==> config.mk <==
export PLATFORM = sky130hd
export DESIGN_NAME = tsa_fifo
export DESIGN_NICKNAME = d
export VERILOG_FILES = /design/src/rtl/tsa_fifo.sv
export SDC_FILE = /design/constraint.sdc
export NUM_CORES = 1
export LEC_CHECK = 0
export ABC_CLOCK_PERIOD_IN_PS = 1400
export BUFFER_PORTS_ARGS = -buffer_cell sky130_fd_sc_hd__buf_4
export CAP_MARGIN = 15
export CORE_UTILIZATION = 42
export CTS_CLUSTER_SIZE = 40
export DETAILED_ROUTE_END_ITERATION = 10
export PLACE_DENSITY = 0.81
export RECOVER_POWER = 25
export SLEW_MARGIN = 15
export SYNTH_ARGS = -nofsm -noshare
export SYNTH_HDL_FRONTEND = slang
export SYNTH_SLANG_ARGS = --single-unit
==> constraint.sdc <==
create_clock -name clk -period 1.4 [get_ports clk]
set_input_delay 0.28 -clock clk [delete_from_list [all_inputs] [get_ports clk]]
set_output_delay 0.28 -clock clk [all_outputs]
set_load 0.1 [all_outputs]
==> src/rtl/tsa_fifo.sv <==
// ----------------------------------------------------------------------------
// tsa_fifo
// Two-entry queue used between the front and the back and for results.
// ----------------------------------------------------------------------------
module tsa_fifo #(
	parameter int DW = 8
) (
	input  logic          clk,
	input  logic          arst_n,
	input  logic          push,
	input  logic [DW-1:0] wdata,
	output logic          full,
	input  logic          pop,
	output logic [DW-1:0] rdata,
	output logic          empty
);

	logic [DW-1:0] mem_q [2];
	logic          wp_q;
	logic          rp_q;
	logic [1:0]    cnt_q;
	logic          do_push;
	logic          do_pop;

	// Occupancy flags.
	assign full    = (cnt_q == 2'd2);
	assign empty   = (cnt_q == 2'd0);
	assign do_push = push && !full;
	assign do_pop  = pop && !empty;
	assign rdata   = mem_q[rp_q];

	// Pointers and count.
	always_ff @(posedge clk or negedge arst_n) begin
		if (!arst_n) begin
			wp_q  <= 1'b0;
			rp_q  <= 1'b0;
			cnt_q <= 2'd0;
		end else begin
			if (do_push) wp_q <= ~wp_q;
			if (do_pop) rp_q <= ~rp_q;
			if (do_push && !do_pop) cnt_q <= cnt_q + 2'd1;
			else if (do_pop && !do_push) cnt_q <= cnt_q - 2'd1;
		end
	end

	// Storage.
	always_ff @(posedge clk) begin
		if (do_push) mem_q[wp_q] <= wdata;
	end

endmodule

=== Word-level counts from Yosys, hierarchy flattened ===
Memory sizes are Yosys's and may differ from the RTL's.
Cells that the tools add are included.
Widths: inputs -> output; s select.

* Memories kept: 1
* Output and inout bits: 10
* Register bits after elaboration: 4
* Logic and storage cells: 23
* RAM bits: 16
* Input bits: 12

{| class="wikitable"
|+ Memory list
! memory !! depth !! bits a word !! read ports !! clocked after memory_dff !! write ports !! RTL line !! text
|-
| mem_q || 2 || 8 || 1 || 0 || 1 || 18 || <nowiki>logic [DW-1:0] mem_q [2];</nowiki>
|}

* Equality and inequality tests: 1
* $add $sub $neg: 2
* Multiplexer cells: 4
* Bitwise logic cells: 2
* Reductions and logical operators: 10

{| class="wikitable"
|+ Operators with widths
! kind !! count
|-
| $logic_and 1x1->1 || 4
|-
| $logic_not 1->1 || 4
|-
| $mux 2 || 2
|-
| $add 2x1->2 const B || 1
|-
| $eq 2x2->1 const B || 1
|-
| $logic_not 2->1 || 1
|-
| $mux 1 || 2
|-
| $not 1->1 || 2
|-
| $reduce_bool 2->1 || 1
|-
| $sub 2x1->2 const B || 1
|}

=== Logic depth before layout (Yosys ltp) ===
Gate-level depths: netlist (run 1).

* Word-level depth: 7
* Depth in mapped cells: 7
* Gate-level depth less buffers: 7

=== Worst setup path before layout (run 1) ===
Ideal clock, no wire load.

* Kind: register to output
* Start point: reg cnt_q[0]
* End point: out empty
* Arrival time: 1673 ps
* Slack: -553 ps
* Buffers on the path: 0
* Stages on the path, launching flop included: 2
* Data required time: 1120 ps
* Path through: dfrtp_1 -> nor2_1

* Cells in the longest elaborated chain, start to end: 1

{| class="wikitable"
|+ RTL lines
! element !! RTL line !! text
|-
| start, declared || 21 || <nowiki>logic [1:0] cnt_q;</nowiki>
|-
| start signal, assigned || 41 || <nowiki>if (do_push && !do_pop) cnt_q <= cnt_q + 2'd1;</nowiki>
|-
| start signal, assigned || 42 || <nowiki>else if (do_pop && !do_push) cnt_q <= cnt_q - 2'd1;</nowiki>
|-
| $logic_not 2->1 || 27 || <nowiki>assign empty = (cnt_q == 2'd0);</nowiki>
|-
| end, declared || 15 || <nowiki>output logic empty</nowiki>
|}

No other way between the ends.

=== Worst setup path after layout (run 1) ===
* Start point: reg rp_q
* End point: out rdata[2]

* Cells in the longest elaborated chain, start to end: 1

{| class="wikitable"
|+ RTL lines
! element !! RTL line !! text
|-
| start, declared || 20 || <nowiki>logic rp_q;</nowiki>
|-
| start signal, assigned || 40 || <nowiki>if (do_pop) rp_q <= ~rp_q;</nowiki>
|-
| $mem_v2 2x8 || -- ||
|-
| end, declared || 14 || <nowiki>output logic [DW-1:0] rdata,</nowiki>
|}

No other way between the ends.

==> flow_metrics.py, run 1 <==
metrics = {
    "placement": {
        "placed_cell_area_um2": 1017,
        "hpwlAfterDp_um": 787.4,
        "place_congestion": 0.6588,
        "io_buffers": 21,
    },
    "global_route": {
        "grt_util_all_layers_pct": 14.92,
        "met3_usage_pct": 3.600,
        "use_met2_pct": 27.54,
        "grt_pass1_vias": 477,
        "overflow": 0,
        "grt_start_max_net_pins": 12,
        "grt_most_used_layer": "met2",
        "grt_pass1_wl_mm": 2.056,
        "met1_usage_pct": 17.20,
        "antenna_found_initial": 0,
    },
    "clock_network": {
        "clock_sinks": 20,
        "cts_tree": "built",
        "tritoncts.num_buffers": 3,
        "htreeDepth": 1,
        "cts.path.max_buffers": 2,
        "clkTransAtPathRegs_ns": 0.10,
        "worstSkewPairLatency_ns": 0.28,
        "clockRootBuffer": "clkbuf_4",
    },
    "timing": {
        "final-setup-viol-count": 10,
        "rsz0062_at_grt": "yes",
        "fmax_mhz": 618.0,
        "final.period_utilization_pct": 115.6,
        "tightest_slew_ns": 0.2509,
        "clock_skew_ns": 0.001238,
        "slew_violations": 0,
        "layout_min_cycle_time_ns": 1.618,
        "hold_viol": 0,
        "relSlewSlack_pct": 83.16,
        "setup_slack_ns": -0.2182,
    },
    "synth": {
        "yosys_warnings": 0,
        "ys_ff_latch": 20,
        "ys_top_cells_by_area": "edfxtp_1 (61%), dfrtp_1 (13%), mux2_1 (8.6%)",
        "synth-compound-area-share_pct": 0.6400,
        "async_reset_ff_share_pct": 20.00,
        "syn-num-nets": 57,
        "synth.most_common_cell": "edfxtp_1",
        "synth-edff-count": 16,
        "ys_seq_area_share_pct": 74.24,
        "synth_fa_ha_area_share_pct": 1.600,
        "synth-main-ff-cell": "edfxtp_1",
        "synth_cells": 44,
        "synthSimpleGateAreaFrac_pct": 3.840,
        "synthTopCellsByCount": "edfxtp_1 (16), mux2_1 (6), dfrtp_1 (4)",
        "synthXorXnorAreaFrac_pct": 6.560,
        "netlist_area_um2": 782.0,
        "synthMuxAreaShare_pct": 11.52,
        "synth_top_cell_by_area": "edfxtp_1",
        "syn_avg_cell_area_um2": 17.77,
        "synth_top_area_share_pct": 61.44,
        "synth_cell_types": 15,
        "synth_top_family_by_area": "multiplexers",
    },
    "cells_and_area": {
        "area_growth_pct": 62.40,
        "n_antenna_cell": 0,
        "multi_input_area_um2": 255.2,
        "regArea_um2": 583.1,
        "n_fill_cell": 115,
        "design_area_um2": 1270,
        "nets": 93,
        "drive_above_1_share_pct": 69.62,
    },
    "critical_path": {
        "r2r_setup_slack_ns": -0.04,
        "cp-end-kind": "output port",
        "crit_arrival_ns": 1.34,
        "cp_max_fo": 5,
        "crit_required_ns": 1.12,
        "path_class": "flop to output port",
        "cp-start-kind": "flop",
        "crit_slowest_cell": "dfrtp_2",
        "cpPeakStageDelay_ns": 0.42,
        "critical_path.cell_chain": "buf_6, mux2_4, buf_12",
    },
    "route": {
        "routed_wl_mm": 1.446,
        "wl_per_cell_um": 13.90,
        "ant_nets": 0,
        "via_per_inst": 4.481,
        "dr_total_vias": 466,
        "drc": 0,
        "drt-pass1-iter-count": 3,
        "first_iter_violations": 1,
    },
    "flow_run": {
        "drv_cap": 0,
    },
    "die": {
        "start_util_pct": 45.29,
        "num_rows": 15,
        "die_h_um": 45.15,
        "die_area_um2": 2039,
        "coreArea_um2": 1727,
        "die_w_um": 45.15,
        "io-pin-count": 22,
    },
    "run_status": {
        "status": "complete, but fails checks",
        "violations": "negative setup slack",
    },
    "min_path": {
        "hold_class": "input pin to flop",
    },
}
-- path summary, 6_finish.rpt --
path	end	depth (start not counted)	start
min	mem_q[0][0]	1	wdata[0]
min in group asynchronous	cnt_q[0]	2	arst_n
max reg2reg	cnt_q[1]	8	cnt_q[0]
max	rdata[2]	3	rp_q
max in group asynchronous	rp_q	2	arst_n
min reg2reg	cnt_q[1]	1	cnt_q[1]
-- stage by stage --
step | TNS [ns] | setup WS [ns] | cells | hold WS [ns] | utilization (%)
4_1_cts | -1.697 | -0.2032 | 104 | 0.1693 | 70.58
6_report | -1.754 | -0.2182 | 104 | 0.1778 | 73.55
3_5_place_dp | -0.2152 | -0.03459 | 95 | 0.08224 | 58.91
3_3_place_gp | -0.1528 | -0.02837 | 95 | 0.08075 | 58.91
5_1_grt | -2.256 | -0.2528 | 104 | 0.1624 | 73.55
2_1_floorplan | -0.7548 | -0.09414 | 44 | -0.01559 | -
-- worst max-delay path, delay by kind of cell (launching register included) --
family                 cells  cell delay [ns]
flip-flops                 1             0.42
multiplexers               1             0.32
buffers and inverters      2             0.31
-- state kept, by name, summed over array words and instances (netlist names) --
name	cells
mem_q	16
cnt_q	2
rp_q	1
wp_q	1
-- cell usage in the layout, fill, tap and decap left out, types with 2 or more instances in the layout --
master,Yosys,routed
buf_8,0,2
nor2_4,0,2
mux2_4,0,4
edfxtp_1,16,16
dfrtp_1,4,2
dfrtp_2,0,2
buf_6,0,8
xnor2_1,2,2
mux2_2,2,4
buf_12,0,6
buf_4,0,10
clkbuf_4,0,8
-- area by class of cell --
type / instances / share of cell area, %
Sequential cell: 20 / 45.91
Timing Repair Buffer: 32 / 28.57
Multi-Input combinational cell: 21 / 20.10
Tap cell: 25 / 2.463
Clock buffer: 3 / 1.773
Inverter: 2 / 0.8867
Clock inverter: 1 / 0.2956
-- kinds of logic (layout without fill, tap and decap cells) --
logic type / count (synthesis) / count (layout)
xor+xnor: 5 / 5
simple gates: 6 / 6
compound gates: 1 / 1
mux: 8 / 8
fa+ha+maj: 1 / 1
flops: 20 / 20
buf+inv: 3 / 38
-- per-layer routing --
metal	wire length (µm)	share of wire, %
met3	34	2.4
met2	823	57
met5	0	0
met4	0	0
met1	588	41
-- what timing repair did --
item	CTS	global route
endpoints found under the setup margin	11	19
gates resized for setup	35	12
buffers inserted	4	0
hold buffers	1	0
hold endpoints to repair	4	0
pin swaps	3	2
Power of run 1 is left out: the tool's default activity adds up to more than one toggle a clock period on the data nets, which glitch-free logic cannot reach.
==> inputs of run 2 (changes only) <==
--- a/config.mk
+++ b/config.mk
@@ -17,3 +17,4 @@
 export SYNTH_ARGS = -nofsm -noshare
 export SYNTH_HDL_FRONTEND = slang
 export SYNTH_SLANG_ARGS = --single-unit
+export TNS_END_PERCENT = 30
==> run 2 against run 1 <==
The flow still finishes with violations (negative setup slack); sequential share of layout area increased by 0.92 points; count of clock-buffer cells in the layout unchanged; maximum frequency decreased by 0.98%; cell area decreased by 2.0%; largest cell class unchanged.
==> flow_metrics.py, run 2 (synthesized netlist as in run 1, its figures left out) <==
metrics = {
    "run_status": {
        "status": "complete, but fails checks",
        "violations": "negative setup slack",
    },
    "min_path": {
        "hold_class": "input pin to flop",
    },
    "cells_and_area": {
        "largest_reg_flops": 16,
        "area_growth_pct": 59.20,
        "multi_input_area_um2": 231.5,
        "regArea_um2": 583.1,
        "final_cell_mix": "edfxtp_1 (16), buf_4 (12), clkbuf_4 (8), buf_12 (8)",
        "n_fill_cell": 129,
        "reg.largest.list": "mem_q: 16 flops, cnt_q: 2 flops",
        "n_antenna_cell": 0,
        "nets": 93,
        "regMostFlops": "mem_q",
        "drive_above_1_share_pct": 64.56,
        "final_common_cell": "edfxtp_1",
        "design_area_um2": 1245,
    },
    "route": {
        "wl_per_cell_um": 13.93,
        "drt-pass1-iter-count": 2,
        "routed_wl_mm": 1.449,
        "ant_nets": 0,
        "drc": 0,
        "via_per_inst": 4.567,
        "dr_total_vias": 475,
        "first_iter_violations": 4,
    },
    "timing": {
        "hold_viol": 0,
        "slew_violations": 0,
        "setup_slack_ns": -0.2342,
        "hold_ws_ns": 0.1799,
        "rsz0062_at_grt": "yes",
        "clock_skew_ns": 0.007838,
        "fmax_mhz": 611.9,
        "final-setup-viol-count": 8,
        "layout_min_cycle_time_ns": 1.634,
        "finalSetupTns_ns": -1.776,
        "tightest_slew_ns": 0.3891,
        "relSlewSlack_pct": 74.06,
        "final.period_utilization_pct": 116.7,
    },
    "placement": {
        "io_buffers": 21,
        "placed_cell_area_um2": 1013,
        "hpwlAfterDp_um": 867.8,
        "dp_worst_setup_slack_ns": -0.02767,
        "place_congestion": 0.6756,
    },
    "clock_network": {
        "clock_sinks": 20,
        "clkTransAtPathRegs_ns": 0.11,
        "cts_tree": "built",
        "tritoncts.num_buffers": 3,
        "clockRootBuffer": "clkbuf_4",
        "worstSkewPairLatency_ns": 0.29,
        "cts.path.max_buffers": 2,
        "htreeDepth": 1,
    },
    "die": {
        "coreArea_um2": 1727,
        "die_h_um": 45.15,
        "num_rows": 15,
        "io-pin-count": 22,
        "die_area_um2": 2039,
        "start_util_pct": 45.29,
        "die_w_um": 45.15,
    },
    "global_route": {
        "overflow": 0,
        "grt_pass1_wl_mm": 2.118,
        "antenna_found_initial": 0,
        "grt_start_max_net_pins": 12,
        "grt_util_all_layers_pct": 15.65,
        "grt_pass1_vias": 494,
    },
    "flow_run": {
        "drv_cap": 0,
    },
    "critical_path": {
        "crit_arrival_ns": 1.35,
        "cp-start-kind": "flop",
        "cp-end-kind": "output port",
        "crit_required_ns": 1.12,
        "path_class": "flop to output port",
        "cp_max_fo": 4,
    },
}
==> run 2: stage by stage <==
step           instances  util [%]
2_1_floorplan         44         -
3_3_place_gp          95     58.70
3_5_place_dp          95     58.70
4_1_cts              103     69.35
5_1_grt              104     72.10
6_report             104     72.10
==> run 2: worst paths after layout <==
check / from / end / slack (ns) / depth (start not counted)
setup / recovery: rp_q / rdata[3] / -0.23 / 3
hold / removal: wdata[1] / mem_q[1][1] / 0.18 / 1
setup reg to reg: cnt_q[1] / cnt_q[1] / 0.05 / 5
hold reg to reg: wp_q / wp_q / 0.55 / 1
max in group asynchronous: arst_n / rp_q / 0.98 / 2
min in group asynchronous: arst_n / cnt_q[1] / 0.31 / 2
==> run 2: what timing repair did <==
item,4_1_cts,5_1_grt
pin swaps,0,0
endpoints found under the hold margin,4,0
endpoints found under the setup margin,11,16
buffers inserted,3,1
hold buffers,1,0
gates resized for setup,38,11
==> run 2: cell type report <==
cell class	instances	share of cell area, %
clock buffers	3	1.809
clock inverters	1	0.3015
inverters	2	0.6030
multi-input cells	21	18.59
flip-flops and latches	20	46.83
well taps	25	2.513
repair buffers	32	29.35
==> run 2: critical path: stages, from the launching register on <==
cell and delay [ns]:
dfrtp_2 0.45, buf_6 0.14, mux2_4 0.31, buf_12 0.17
==> run 2: layer usage <==
metal  global-route usage [%]  wire (µm)  vias to the layer above
li1                         -          -                      228
met5                        0          0                        -
met1                    15.49        493                      233
met2                    27.83        891                       14
met3                    6.800         64                        0
met4                    7.273          0                        0
Power of run 2 is left out for the same reason.
