<file path="src/rtl/tsa_pkg.sv">
// ----------------------------------------------------------------------------
// tsa_pkg
// Types, codes and the update schedule shared by the truss stiffness
// assembler modules.
// ----------------------------------------------------------------------------
package tsa_pkg;

	// Item kinds.
	localparam logic [1:0] KIND_ADD   = 2'd0;
	localparam logic [1:0] KIND_READ  = 2'd1;
	localparam logic [1:0] KIND_CLEAR = 2'd2;

	// Result status codes.
	localparam logic [1:0] STAT_OK   = 2'd0;
	localparam logic [1:0] STAT_ZERO = 2'd1;
	localparam logic [1:0] STAT_SAT  = 2'd2;

	// Field widths.
	localparam int DOF_W   = 7;
	localparam int TERM_W  = 48;
	localparam int ENTRY_W = 40;

	// Saturation limits of a stored entry.
	localparam logic signed [ENTRY_W-1:0] ENTRY_MAX = 40'sh7F_FFFF_FFFF;
	localparam logic signed [ENTRY_W-1:0] ENTRY_MIN = 40'sh80_0000_0000;

	// Which element term an update uses.
	localparam logic [1:0] TS_CC = 2'd0;
	localparam logic [1:0] TS_CS = 2'd1;
	localparam logic [1:0] TS_SS = 2'd2;

	// One step of the element matrix scatter: row dof, column dof, term, sign.
	typedef struct packed {
		logic [1:0] rsel;
		logic [1:0] csel;
		logic [1:0] tsel;
		logic       neg;
	} upd_t;

	// A classified item on its way from the front to the back.
	typedef struct packed {
		logic [1:0]        kind;
		logic              zero_len;
		logic              cs_neg;
		logic [DOF_W-1:0]  dof1;
		logic [DOF_W-1:0]  dof2;
		logic [DOF_W-1:0]  dof3;
		logic [DOF_W-1:0]  dof4;
		logic [DOF_W-1:0]  read_row;
		logic [DOF_W-1:0]  read_col;
		logic [TERM_W-1:0] tcc;
		logic [TERM_W-1:0] tcs;
		logic [TERM_W-1:0] tss;
	} job_t;

	// Fixed order of the sixteen updates of one strut.
	function automatic upd_t upd_entry(input logic [3:0] idx);
		upd_t u;
		case (idx)
			4'd0:    u = '{2'd0, 2'd0, TS_CC, 1'b0};
			4'd1:    u = '{2'd0, 2'd1, TS_CS, 1'b0};
			4'd2:    u = '{2'd1, 2'd0, TS_CS, 1'b0};
			4'd3:    u = '{2'd1, 2'd1, TS_SS, 1'b0};
			4'd4:    u = '{2'd0, 2'd2, TS_CC, 1'b1};
			4'd5:    u = '{2'd0, 2'd3, TS_CS, 1'b1};
			4'd6:    u = '{2'd1, 2'd2, TS_CS, 1'b1};
			4'd7:    u = '{2'd1, 2'd3, TS_SS, 1'b1};
			4'd8:    u = '{2'd2, 2'd0, TS_CC, 1'b1};
			4'd9:    u = '{2'd2, 2'd1, TS_CS, 1'b1};
			4'd10:   u = '{2'd3, 2'd0, TS_CS, 1'b1};
			4'd11:   u = '{2'd3, 2'd1, TS_SS, 1'b1};
			4'd12:   u = '{2'd2, 2'd2, TS_CC, 1'b0};
			4'd13:   u = '{2'd2, 2'd3, TS_CS, 1'b0};
			4'd14:   u = '{2'd3, 2'd2, TS_CS, 1'b0};
			4'd15:   u = '{2'd3, 2'd3, TS_SS, 1'b0};
			default: u = '{2'd0, 2'd0, TS_CC, 1'b0};
		endcase
		return u;
	endfunction

endpackage

</file>
<file path="src/rtl/tsa_front.sv">
// ----------------------------------------------------------------------------
// tsa_front
// Accepts items, and for a strut works out length, direction cosines, axial
// stiffness over length and the three element terms with one shared
// multiplier, a bit-serial square root and a bit-serial divider.
// ----------------------------------------------------------------------------
module tsa_front (
	input  logic                                clk,
	input  logic                                arst_n,
	input  logic                                push,
	output logic                                busy,
	input  logic [1:0]                          kind,
	input  logic signed [31:0]                  first_x,
	input  logic signed [31:0]                  first_y,
	input  logic signed [31:0]                  second_x,
	input  logic signed [31:0]                  second_y,
	input  logic [tsa_pkg::DOF_W-1:0]           first_dof_x,
	input  logic [tsa_pkg::DOF_W-1:0]           first_dof_y,
	input  logic [tsa_pkg::DOF_W-1:0]           second_dof_x,
	input  logic [tsa_pkg::DOF_W-1:0]           second_dof_y,
	input  logic [30:0]                         axial_stiffness,
	input  logic [tsa_pkg::DOF_W-1:0]           read_row,
	input  logic [tsa_pkg::DOF_W-1:0]           read_col,
	output tsa_pkg::job_t                       job,
	output logic                                job_push,
	input  logic                                job_full
);

	localparam logic [3:0] F_IDLE  = 4'd0;
	localparam logic [3:0] F_SQA   = 4'd1;
	localparam logic [3:0] F_SQB   = 4'd2;
	localparam logic [3:0] F_SQS   = 4'd3;
	localparam logic [3:0] F_SQRT  = 4'd4;
	localparam logic [3:0] F_DIVLD = 4'd5;
	localparam logic [3:0] F_DIV   = 4'd6;
	localparam logic [3:0] F_MUL   = 4'd7;
	localparam logic [3:0] F_EMIT  = 4'd8;

	localparam logic [30:0] ONE_Q30 = 31'h4000_0000;

	logic [3:0]         state_q;
	logic [5:0]         cnt_q;
	logic [1:0]         dsel_q;
	tsa_pkg::job_t      job_q;
	logic [32:0]        ax_q;
	logic [32:0]        ay_q;
	logic               sh_q;
	logic [30:0]        ae_q;
	logic [63:0]        mul_p_q;
	logic [63:0]        acc_q;
	logic [34:0]        rem_q;
	logic [31:0]        root_q;
	logic [32:0]        len_q;
	logic [63:0]        dvd_q;
	logic [47:0]        quo_q;
	logic [30:0]        c_q;
	logic [30:0]        s_q;
	logic [47:0]        k_q;
	logic [30:0]        pcc_q;
	logic [30:0]        pcs_q;
	logic [30:0]        pss_q;
	logic [61:0]        hi_q;

	logic signed [32:0] dx;
	logic signed [32:0] dy;
	logic [32:0]        ax;
	logic [32:0]        ay;
	logic [31:0]        a_w;
	logic [31:0]        b_w;
	logic [31:0]        mul_a;
	logic [31:0]        mul_b;
	logic [34:0]        sq_trial;
	logic [34:0]        sq_t;
	logic               sq_ge;
	logic [31:0]        root_next;
	logic [63:0]        div_n;
	logic [33:0]        dv_trial;
	logic               dv_ge;
	logic [47:0]        quo_next;
	logic [30:0]        quo_clamp;
	logic [29:0]        cmb_r;
	logic [48:0]        cmb_low;
	logic [48:0]        cmb_sum;
	logic [47:0]        term_w;

	assign busy     = (state_q != F_IDLE);
	assign job      = job_q;
	assign job_push = (state_q == F_EMIT) && !job_full;

	// Coordinate differences and their magnitudes.
	assign dx = $signed({second_x[31], second_x}) - $signed({first_x[31], first_x});
	assign dy = $signed({second_y[31], second_y}) - $signed({first_y[31], first_y});
	assign ax = dx[32] ? 33'(-dx) : 33'(dx);
	assign ay = dy[32] ? 33'(-dy) : 33'(dy);

	// Magnitudes scaled down by one bit when they are large.
	assign a_w = sh_q ? ax_q[32:1] : ax_q[31:0];
	assign b_w = sh_q ? ay_q[32:1] : ay_q[31:0];

	// Operand selection for the shared multiplier.
	always_comb begin
		mul_a = 32'd0;
		mul_b = 32'd0;
		case (state_q)
			F_SQA: begin
				mul_a = a_w;
				mul_b = a_w;
			end
			F_SQB: begin
				mul_a = b_w;
				mul_b = b_w;
			end
			F_MUL: begin
				case (cnt_q)
					6'd0: begin
						mul_a = {1'b0, c_q};
						mul_b = {1'b0, c_q};
					end
					6'd1: begin
						mul_a = {1'b0, c_q};
						mul_b = {1'b0, s_q};
					end
					6'd2: begin
						mul_a = {1'b0, s_q};
						mul_b = {1'b0, s_q};
					end
					6'd3: begin
						mul_a = {1'b0, k_q[47:17]};
						mul_b = {1'b0, pcc_q};
					end
					6'd4: begin
						mul_a = {15'd0, k_q[16:0]};
						mul_b = {1'b0, pcc_q};
					end
					6'd5: begin
						mul_a = {1'b0, k_q[47:17]};
						mul_b = {1'b0, pcs_q};
					end
					6'd6: begin
						mul_a = {15'd0, k_q[16:0]};
						mul_b = {1'b0, pcs_q};
					end
					6'd7: begin
						mul_a = {1'b0, k_q[47:17]};
						mul_b = {1'b0, pss_q};
					end
					6'd8: begin
						mul_a = {15'd0, k_q[16:0]};
						mul_b = {1'b0, pss_q};
					end
					default: begin
						mul_a = 32'd0;
						mul_b = 32'd0;
					end
				endcase
			end
			default: begin
				mul_a = 32'd0;
				mul_b = 32'd0;
			end
		endcase
	end

	// One square-root digit per cycle.
	assign sq_trial  = {rem_q[32:0], acc_q[63:62]};
	assign sq_t      = {1'b0, root_q, 2'b01};
	assign sq_ge     = (sq_trial >= sq_t);
	assign root_next = {root_q[30:0], sq_ge};

	// Dividend for the division in hand.
	always_comb begin
		case (dsel_q)
			2'd0:    div_n = {1'b0, ax_q, 30'd0};
			2'd1:    div_n = {1'b0, ay_q, 30'd0};
			default: div_n = {17'd0, ae_q, 16'd0};
		endcase
	end

	// One quotient bit per cycle.
	assign dv_trial  = {rem_q[32:0], dvd_q[63]};
	assign dv_ge     = (dv_trial >= {1'b0, len_q});
	assign quo_next  = {quo_q[46:0], dv_ge};
	assign quo_clamp = (quo_next > {17'd0, ONE_Q30}) ? ONE_Q30 : quo_next[30:0];

	// Joins the high and low partial products of k times a Q1.30 product.
	assign cmb_r   = {hi_q[12:0], 17'd0};
	assign cmb_low = {19'd0, cmb_r} + {1'b0, mul_p_q[47:0]};
	assign cmb_sum = hi_q[61:13] + {30'd0, cmb_low[48:30]};
	assign term_w  = cmb_sum[47:0];

	// Sequencer.
	always_ff @(posedge clk or negedge arst_n) begin
		if (!arst_n) begin
			state_q <= F_IDLE;
			cnt_q   <= 6'd0;
			dsel_q  <= 2'd0;
		end else begin
			case (state_q)
				F_IDLE: begin
					if (push) begin
						if (kind == tsa_pkg::KIND_ADD && (ax != 33'd0 || ay != 33'd0))
							state_q <= F_SQA;
						else
							state_q <= F_EMIT;
					end
				end
				F_SQA: state_q <= F_SQB;
				F_SQB: state_q <= F_SQS;
				F_SQS: begin
					cnt_q   <= 6'd0;
					state_q <= F_SQRT;
				end
				F_SQRT: begin
					cnt_q <= cnt_q + 6'd1;
					if (cnt_q == 6'd31) begin
						dsel_q  <= 2'd0;
						state_q <= F_DIVLD;
					end
				end
				F_DIVLD: begin
					cnt_q   <= 6'd0;
					state_q <= F_DIV;
				end
				F_DIV: begin
					cnt_q <= cnt_q + 6'd1;
					if (cnt_q == 6'd47) begin
						if (dsel_q == 2'd2) begin
							cnt_q   <= 6'd0;
							state_q <= F_MUL;
						end else begin
							dsel_q  <= dsel_q + 2'd1;
							state_q <= F_DIVLD;
						end
					end
				end
				F_MUL: begin
					cnt_q <= cnt_q + 6'd1;
					if (cnt_q == 6'd9) state_q <= F_EMIT;
				end
				F_EMIT: begin
					if (!job_full) state_q <= F_IDLE;
				end
				default: state_q <= F_IDLE;
			endcase
		end
	end

	// Datapath registers.
	always_ff @(posedge clk) begin
		mul_p_q <= 64'(mul_a) * 64'(mul_b);
		case (state_q)
			F_IDLE: begin
				if (push) begin
					job_q.kind     <= kind;
					job_q.zero_len <= (ax == 33'd0) && (ay == 33'd0);
					job_q.cs_neg   <= dx[32] ^ dy[32];
					job_q.dof1     <= first_dof_x;
					job_q.dof2     <= first_dof_y;
					job_q.dof3     <= second_dof_x;
					job_q.dof4     <= second_dof_y;
					job_q.read_row <= read_row;
					job_q.read_col <= read_col;
					job_q.tcc      <= '0;
					job_q.tcs      <= '0;
					job_q.tss      <= '0;
					ax_q           <= ax;
					ay_q           <= ay;
					sh_q           <= ax[32] | ax[31] | ay[32] | ay[31];
					ae_q           <= axial_stiffness;
				end
			end
			F_SQB: acc_q <= mul_p_q;
			F_SQS: begin
				acc_q  <= acc_q + mul_p_q;
				rem_q  <= 35'd0;
				root_q <= 32'd0;
			end
			F_SQRT: begin
				rem_q  <= sq_ge ? (sq_trial - sq_t) : sq_trial;
				root_q <= root_next;
				acc_q  <= {acc_q[61:0], 2'b00};
				if (cnt_q == 6'd31)
					len_q <= sh_q ? {root_next, 1'b0} : {1'b0, root_next};
			end
			F_DIVLD: begin
				rem_q <= {19'd0, div_n[63:48]};
				dvd_q <= {div_n[47:0], 16'd0};
				quo_q <= 48'd0;
			end
			F_DIV: begin
				rem_q <= dv_ge ? {1'b0, dv_trial - {1'b0, len_q}} : {1'b0, dv_trial};
				dvd_q <= {dvd_q[62:0], 1'b0};
				quo_q <= quo_next;
				if (cnt_q == 6'd47) begin
					case (dsel_q)
						2'd0:    c_q <= quo_clamp;
						2'd1:    s_q <= quo_clamp;
						default: k_q <= quo_next;
					endcase
				end
			end
			F_MUL: begin
				case (cnt_q)
					6'd1:    pcc_q <= mul_p_q[60:30];
					6'd2:    pcs_q <= mul_p_q[60:30];
					6'd3:    pss_q <= mul_p_q[60:30];
					6'd4:    hi_q  <= mul_p_q[61:0];
					6'd5:    job_q.tcc <= term_w;
					6'd6:    hi_q  <= mul_p_q[61:0];
					6'd7:    job_q.tcs <= term_w;
					6'd8:    hi_q  <= mul_p_q[61:0];
					6'd9:    job_q.tss <= term_w;
					default: hi_q  <= hi_q;
				endcase
			end
			default: acc_q <= acc_q;
		endcase
	end

endmodule

</file>
<file path="config.mk">
export PLATFORM = sky130hd
export DESIGN_NAME = tsa_front
export DESIGN_NICKNAME = d
export VERILOG_FILES = /design/src/rtl/tsa_pkg.sv /design/src/rtl/tsa_front.sv
export SDC_FILE = /design/constraint.sdc
export NUM_CORES = 2
export LEC_CHECK = 0
export ABC_AREA = 1
export BUFFER_PORTS_ARGS = -buffer_cell sky130_fd_sc_hd__buf_4
export CAP_MARGIN = 20
export CORE_MARGIN = 3
export CORE_UTILIZATION = 55
export DETAILED_ROUTE_END_ITERATION = 10
export GPL_TIMING_DRIVEN = 0
export HOLD_SLACK_MARGIN = 0.05
export PLACE_DENSITY_LB_ADDON = 0.2
export SYNTH_ARGS = -nofsm -noshare
export SYNTH_HDL_FRONTEND = slang
export SYNTH_SLANG_ARGS = --single-unit
</file>
<file path="constraint.sdc">
create_clock -name clk -period 22.3 [get_ports clk]
set_clock_uncertainty 0.2 [all_clocks]
set_input_delay 4.46 -clock clk [delete_from_list [all_inputs] [get_ports clk]]
set_output_delay 4.46 -clock clk [all_outputs]
set_load 0.005 [all_outputs]
</file>
# Yosys cells after proc, flatten, opt, wreduce, memory -nomap -nowiden
# Cells that the tools add are included.
# W data, S select, Z words.
# op_classes
n_mux,38
order_cmp,3
add_sub_neg,11
reduce_logical,45
bitwise,5
n_eq_ne,29
multipliers,1
# op_table
cell,n
$pmux W144 S2,1
$pmux W32 S3,2
$pmux W64 S3,1
$pmux W31 S5,1
$mux W144,1
$mux W48,3
$mux W33,4
$pmux W33 S4,1
$pmux W64 S2,1
$pmux W63 S2,1
$pmux W31 S4,1
$mux W32,3
$pmux W47 S2,1
$logic_not A33 Y1,2
$neg A33 Y33,2
$reduce_bool A33 Y1,2
$sub A32 B32 Y33,2
$sub A33 B33 Y33,2
$add A64 B64 Y64,1
$mul A32 B32 Y64,1
$pmux W32 S2,1
$add A30 B48 Y49,1
$add A48 B19 Y48,1
$gt A48 B31 Y1 const B,1
other kinds (43),95
# word_totals
elab_cells,167
inputBits,207
reg_bits,901

# Longest topological paths before layout
# logic_depth
ltp_word,9
mapped_depth,48
ltp_nobuf,46

# Worst setup path before layout
# OpenSTA, ideal clock, no wires.
# synth_path
kind,input to register
from,in push
to,"reg ae_q[0], enable pin"
setup_ps,649
t_arrival_ps,10465
path_slack_ps,10986
required_ps,21451
cell_stages,2
n_path_buf,0
cell_sequence,inv_1 > nor2_1
# synth_between
elab_chain_cells,1
# synth_rtl
item,line_no,rtl
from (decl),tsa_front.sv:10,"input logic push,"
$reduce_and A2 Y1 (no source line),--,
to (signal assigned),tsa_front.sv:269,ae_q <= axial_stiffness;
to (decl),tsa_front.sv:48,logic [30:0] ae_q;
# Every way passes these cells.
# A chain may end at the register's enable or synchronous reset.

# Worst setup path in the final report
# layout_path
from,reg cnt_q[4]
to,reg mul_p_q[45]
# layout_between
elab_chain_cells,5
elab_cells_between_ends,21
# layout_rtl
item,line_no,rtl
from (decl),tsa_front.sv:42,logic [5:0] cnt_q;
from (signal assigned),tsa_front.sv:214,cnt_q <= cnt_q + 6'd1;
from (signal assigned),tsa_front.sv:225,cnt_q <= cnt_q + 6'd1;
from (signal assigned),tsa_front.sv:237,cnt_q <= cnt_q + 6'd1;
$eq A6 B4 Y1 (tied with other cells),tsa_front.sv:114,case (cnt_q)
$reduce_or A3 Y1 (no source line) or $reduce_or A2 Y1 (tied branches),--,
$pmux W31 S4 or $pmux W31 S5 (tied branches),tsa_front.sv:114,
$pmux W32 S3,tsa_front.sv:104,case (state_q)
$mul A32 B32 Y64 *,tsa_front.sv:250,mul_p_q <= 64'(mul_a) * 64'(mul_b);
to (signal assigned),tsa_front.sv:250,
to (decl),tsa_front.sv:49,logic [63:0] mul_p_q;
# Every way passes the cells marked *; elsewhere a longest branch is shown, timed or not.

==> flow_metrics.py <==
metrics = {
    "sta": {
        "fin_ws_ns": 10.28,
        "fmax_mhz": 83.2,
        "rsz0062_at_grt": "false",
        "fin_crit_sh": 0.539,
        "report.final.hold_viol_count": 0,
        "setup_viol": 0,
        "timing.hold.ws_ns": 0.255,
        "worst_pin_slew_ns": 1.75,
        "slew_violations": 19,
        "relSlewSlack": -0.168,
        "finalCriticalPeriod_ns": 12.02,
        "setup-tns-final_ns": 0,
    },
    "routing": {
        "drtPass1Iterations": 9,
        "drtIter0Drc": 9104,
        "wl_mm": 324,
        "vias": 74900,
        "vias_per_cell": 5.69,
        "drc": 0,
        "wl_per_cell_um": 24.6,
        "drtAntennaViolNets": 0,
    },
    "floorplan": {
        "core_mm2": 0.153,
        "die_area_mm2": 0.160,
        "ioPinCount": 399,
        "die_w_um": 400,
        "die_y_um": 400,
        "start_util": 0.557,
        "core.rowCount": 143,
    },
    "global_route": {
        "gr-usage-all-layers": 0.404,
        "use_met3": 0.118,
        "grtUsageMet1": 0.531,
        "grt_max_degree": 65,
        "grt_use_met2": 0.614,
        "grt_pass1_vias": 73600,
        "antenna_found_initial": 20,
        "grt_pass1_wl_mm": 471,
        "top_usage_layer": "met2",
        "grt.overflow.total": 0,
    },
    "synth": {
        "synth.distinct_cells": 66,
        "async_flop_share": 0.0138,
        "synth_edf_count": 793,
        "yosysWarnings": 0,
        "avgSynthCellArea_um2": 8.12,
        "synth_ff_type": "edfxtp_1",
        "ys_ff_latch": 869,
        "synthCells": 10500,
        "synth_nets": 12100,
        "ys_seq_area_frac": 0.298,
        "syn_area_mm2": 0.0852,
    },
    "placed_design": {
        "place_congestion": 1.05,
        "dp_hpwl_mm": 269,
        "io_buffers": 398,
        "placed_area_mm2": 0.0919,
        "place_ws_ns": 10.63,
    },
    "cts": {
        "clock-sinks": 869,
        "post_cts_resized": 0,
        "cts_made_buffers": 89,
        "ctsHoldBuffers": 0,
        "post_cts_buffers": 0,
        "clock_path_buffers": 3,
        "insertion_delay_ns": 0.71,
        "cts_tree": "yes",
        "h-tree-depth": 3,
        "path_clk_slew_ns": 0.07,
        "clockRootBuffer": "clkbuf_16",
    },
    "worst_setup_path": {
        "end_kind": "flop",
        "max_stage_delay_ns": 0.94,
        "r2r_start": "cnt_q[4]",
        "crit_required_ns": 22.72,
        "crit_path_frequent_cell": "fa_1",
        "regToRegEndpoint": "mul_p_q[45]",
        "cp-start-kind": "flop",
        "ff2ff_setup_slack_ns": 10.28,
        "worstSetupStartpoint": "cnt_q[4]",
        "r2r_cells": 33,
        "slowest_stage": "clkbuf_1",
        "worst-path-max-fanout": 10,
        "crit_arrival_ns": 12.43,
        "timing_worst_setup_path_type": "reg -> reg",
    },
    "final_layout": {
        "final_common_cell": "nand2_1",
        "drive_above_1_share": 0.0766,
        "mostFrequentLayoutCells": "2651 x nand2_1, 2471 x inv_1, 901 x fa_1",
        "syn_to_final_growth_pct": 11.9,
        "regArea_mm2": 0.0254,
        "nNetsFinal": 12700,
        "fill_cells": 13500,
        "final_area_mm2": 0.0954,
        "multi_input_area_mm2": 0.0491,
        "postLayoutCoreUtil": 0.624,
    },
    "min_path": {
        "hold_end": "k_q[30]",
        "worst_hold_startpoint": "quo_q[29]",
        "holdCritPathClass": "reg -> reg",
        "worstHoldPathCells": 0,
    },
    "power": {
        "irDropWorstVdd_uv": 74.9,
        "p_leak_nw": 49.7,
        "p_per_area_mw_per_mm2": 66.4,
    },
    "flow_run": {
        "maxCapViolations": 0,
    },
    "outcome": {
        "failed_checks": "max-slew violations",
        "status": "finished, violations left",
    },
}
==> per-stage QoR <==
step / power (mW) / std cells
floorplan: 3.45 / 10500
global placement: 4.53 / 12900
detailed placement: 4.60 / 13000
CTS: 6.23 / 13100
global route: 6.56 / 13200
finish: 6.34 / 13200
==> Yosys cell counts, types with 14 or more instances <==
| library cell | count | share of area |
|---|---|---|
| nand2_1 | 2653 | 0.12 |
| inv_1 | 2474 | 0.11 |
| fa_1 | 901 | 0.21 |
| edfxtp_1 | 793 | 0.28 |
| nor2_1 | 648 | 0.029 |
| a21oi_1 | 515 | 0.030 |
| ha_1 | 497 | 0.073 |
| o21ai_0 | 388 | 0.023 |
| nand3_1 | 332 | 0.019 |
| clkbuf_1 | 258 | 0.011 |
| xor2_1 | 100 | 0.010 |
| a31oi_1 | 69 | 0.0051 |
| nor3_1 | 68 | 0.0040 |
| xnor2_1 | 66 | 0.0068 |
| dfxtp_1 | 64 | 0.015 |
| o211ai_1 | 57 | 0.0050 |
| nand4_1 | 56 | 0.0041 |
| buf_2 | 41 | 0.0024 |
| nand2_2 | 41 | 0.0030 |
| o21ai_1 | 37 | 0.0022 |
| o22ai_1 | 37 | 0.0027 |
| o21a_1 | 34 | 0.0030 |
| nor2_2 | 28 | 0.0021 |
| inv_2 | 27 | 0.0012 |
| a22o_1 | 25 | 0.0026 |
| nor4_1 | 24 | 0.0018 |
| o21bai_1 | 20 | 0.0018 |
| nand3_2 | 18 | 0.0021 |
| nand3b_1 | 18 | 0.0016 |
| buf_1 | 17 | 0.00075 |
| a221oi_1 | 16 | 0.0016 |
| a22oi_1 | 14 | 0.0012 |
==> power breakdown <==
group / switching, mW / total [mW] / internal, mW
sequential: 0.203 / 2.24 / 2.04
combinational: 1.73 / 2.44 / 0.708
clock: 0.691 / 1.65 / 0.964
==> worst max path at each step <==
stage	endpoint	slack [ns]
after floorplan	ae_q[0]	10.99
after global placement	ax_q[24]	8.41
after detailed placement	mul_p_q[45]	10.63
after CTS	mul_p_q[45]	10.63
after global routing	mul_p_q[45]	10.08
final	mul_p_q[45]	10.28
==> critical path: cells and delay by family, from the launching register on <==
kind,cells,cell delay [ns]
adders and majority gates,9,4.22
AOI/OAI and AO/OA,7,2.74
buffers and inverters,9,2.22
and+or+nand+nor,7,1.85
DFF,1,0.42
xor gates and xnor gates,1,0.23
==> kinds of logic (layout without fill, tap and decap cells) <==
family,count (synthesis),after routing,share of synthesized area
buffers and inverters,2836,3479,0.126
and+or+nand+nor,3916,3916,0.187
other,0,14,0
adders and majority gates,1398,1398,0.285
DFF,869,869,0.298
xor gates and xnor gates,166,166,0.0171
AOI/OAI and AO/OA,1305,1305,0.0873
==> flip-flops by register name, indices dropped and copies added, names as in the netlist, 2 cells and up <==
signal,cells
ay_q,33
mul_p_q,64
ax_q,33
root_q,32
ae_q,31
len_q,33
pcc_q,31
c_q,31
s_q,31
acc_q,64
pss_q,31
job,190
quo_q,47
cnt_q,6
k_q,48
pcs_q,31
dsel_q,2
hi_q,61
state_q,4
rem_q,33
dvd_q,32
==> final cells by class <==
type / count / area share
Tap cell: 2030 / 0.0266
Sequential cell: 869 / 0.266
Inverter: 2506 / 0.0986
Clock inverter: 52 / 0.00710
Timing Repair Buffer: 477 / 0.0449
Buffer: 330 / 0.0144
Multi-Input combinational cell: 6785 / 0.515
Antenna cell: 14 / 0.000367
Clock buffer: 114 / 0.0266
==> layer usage <==
layer / wire length, µm / vias to the layer above
met2: 141000 / 4307
li1: - / 33600
met3: 39400 / 896
met4: 19200 / 2
met1: 125000 / 36100
met5: 16 / -
(Power assumes the default switching activity.)
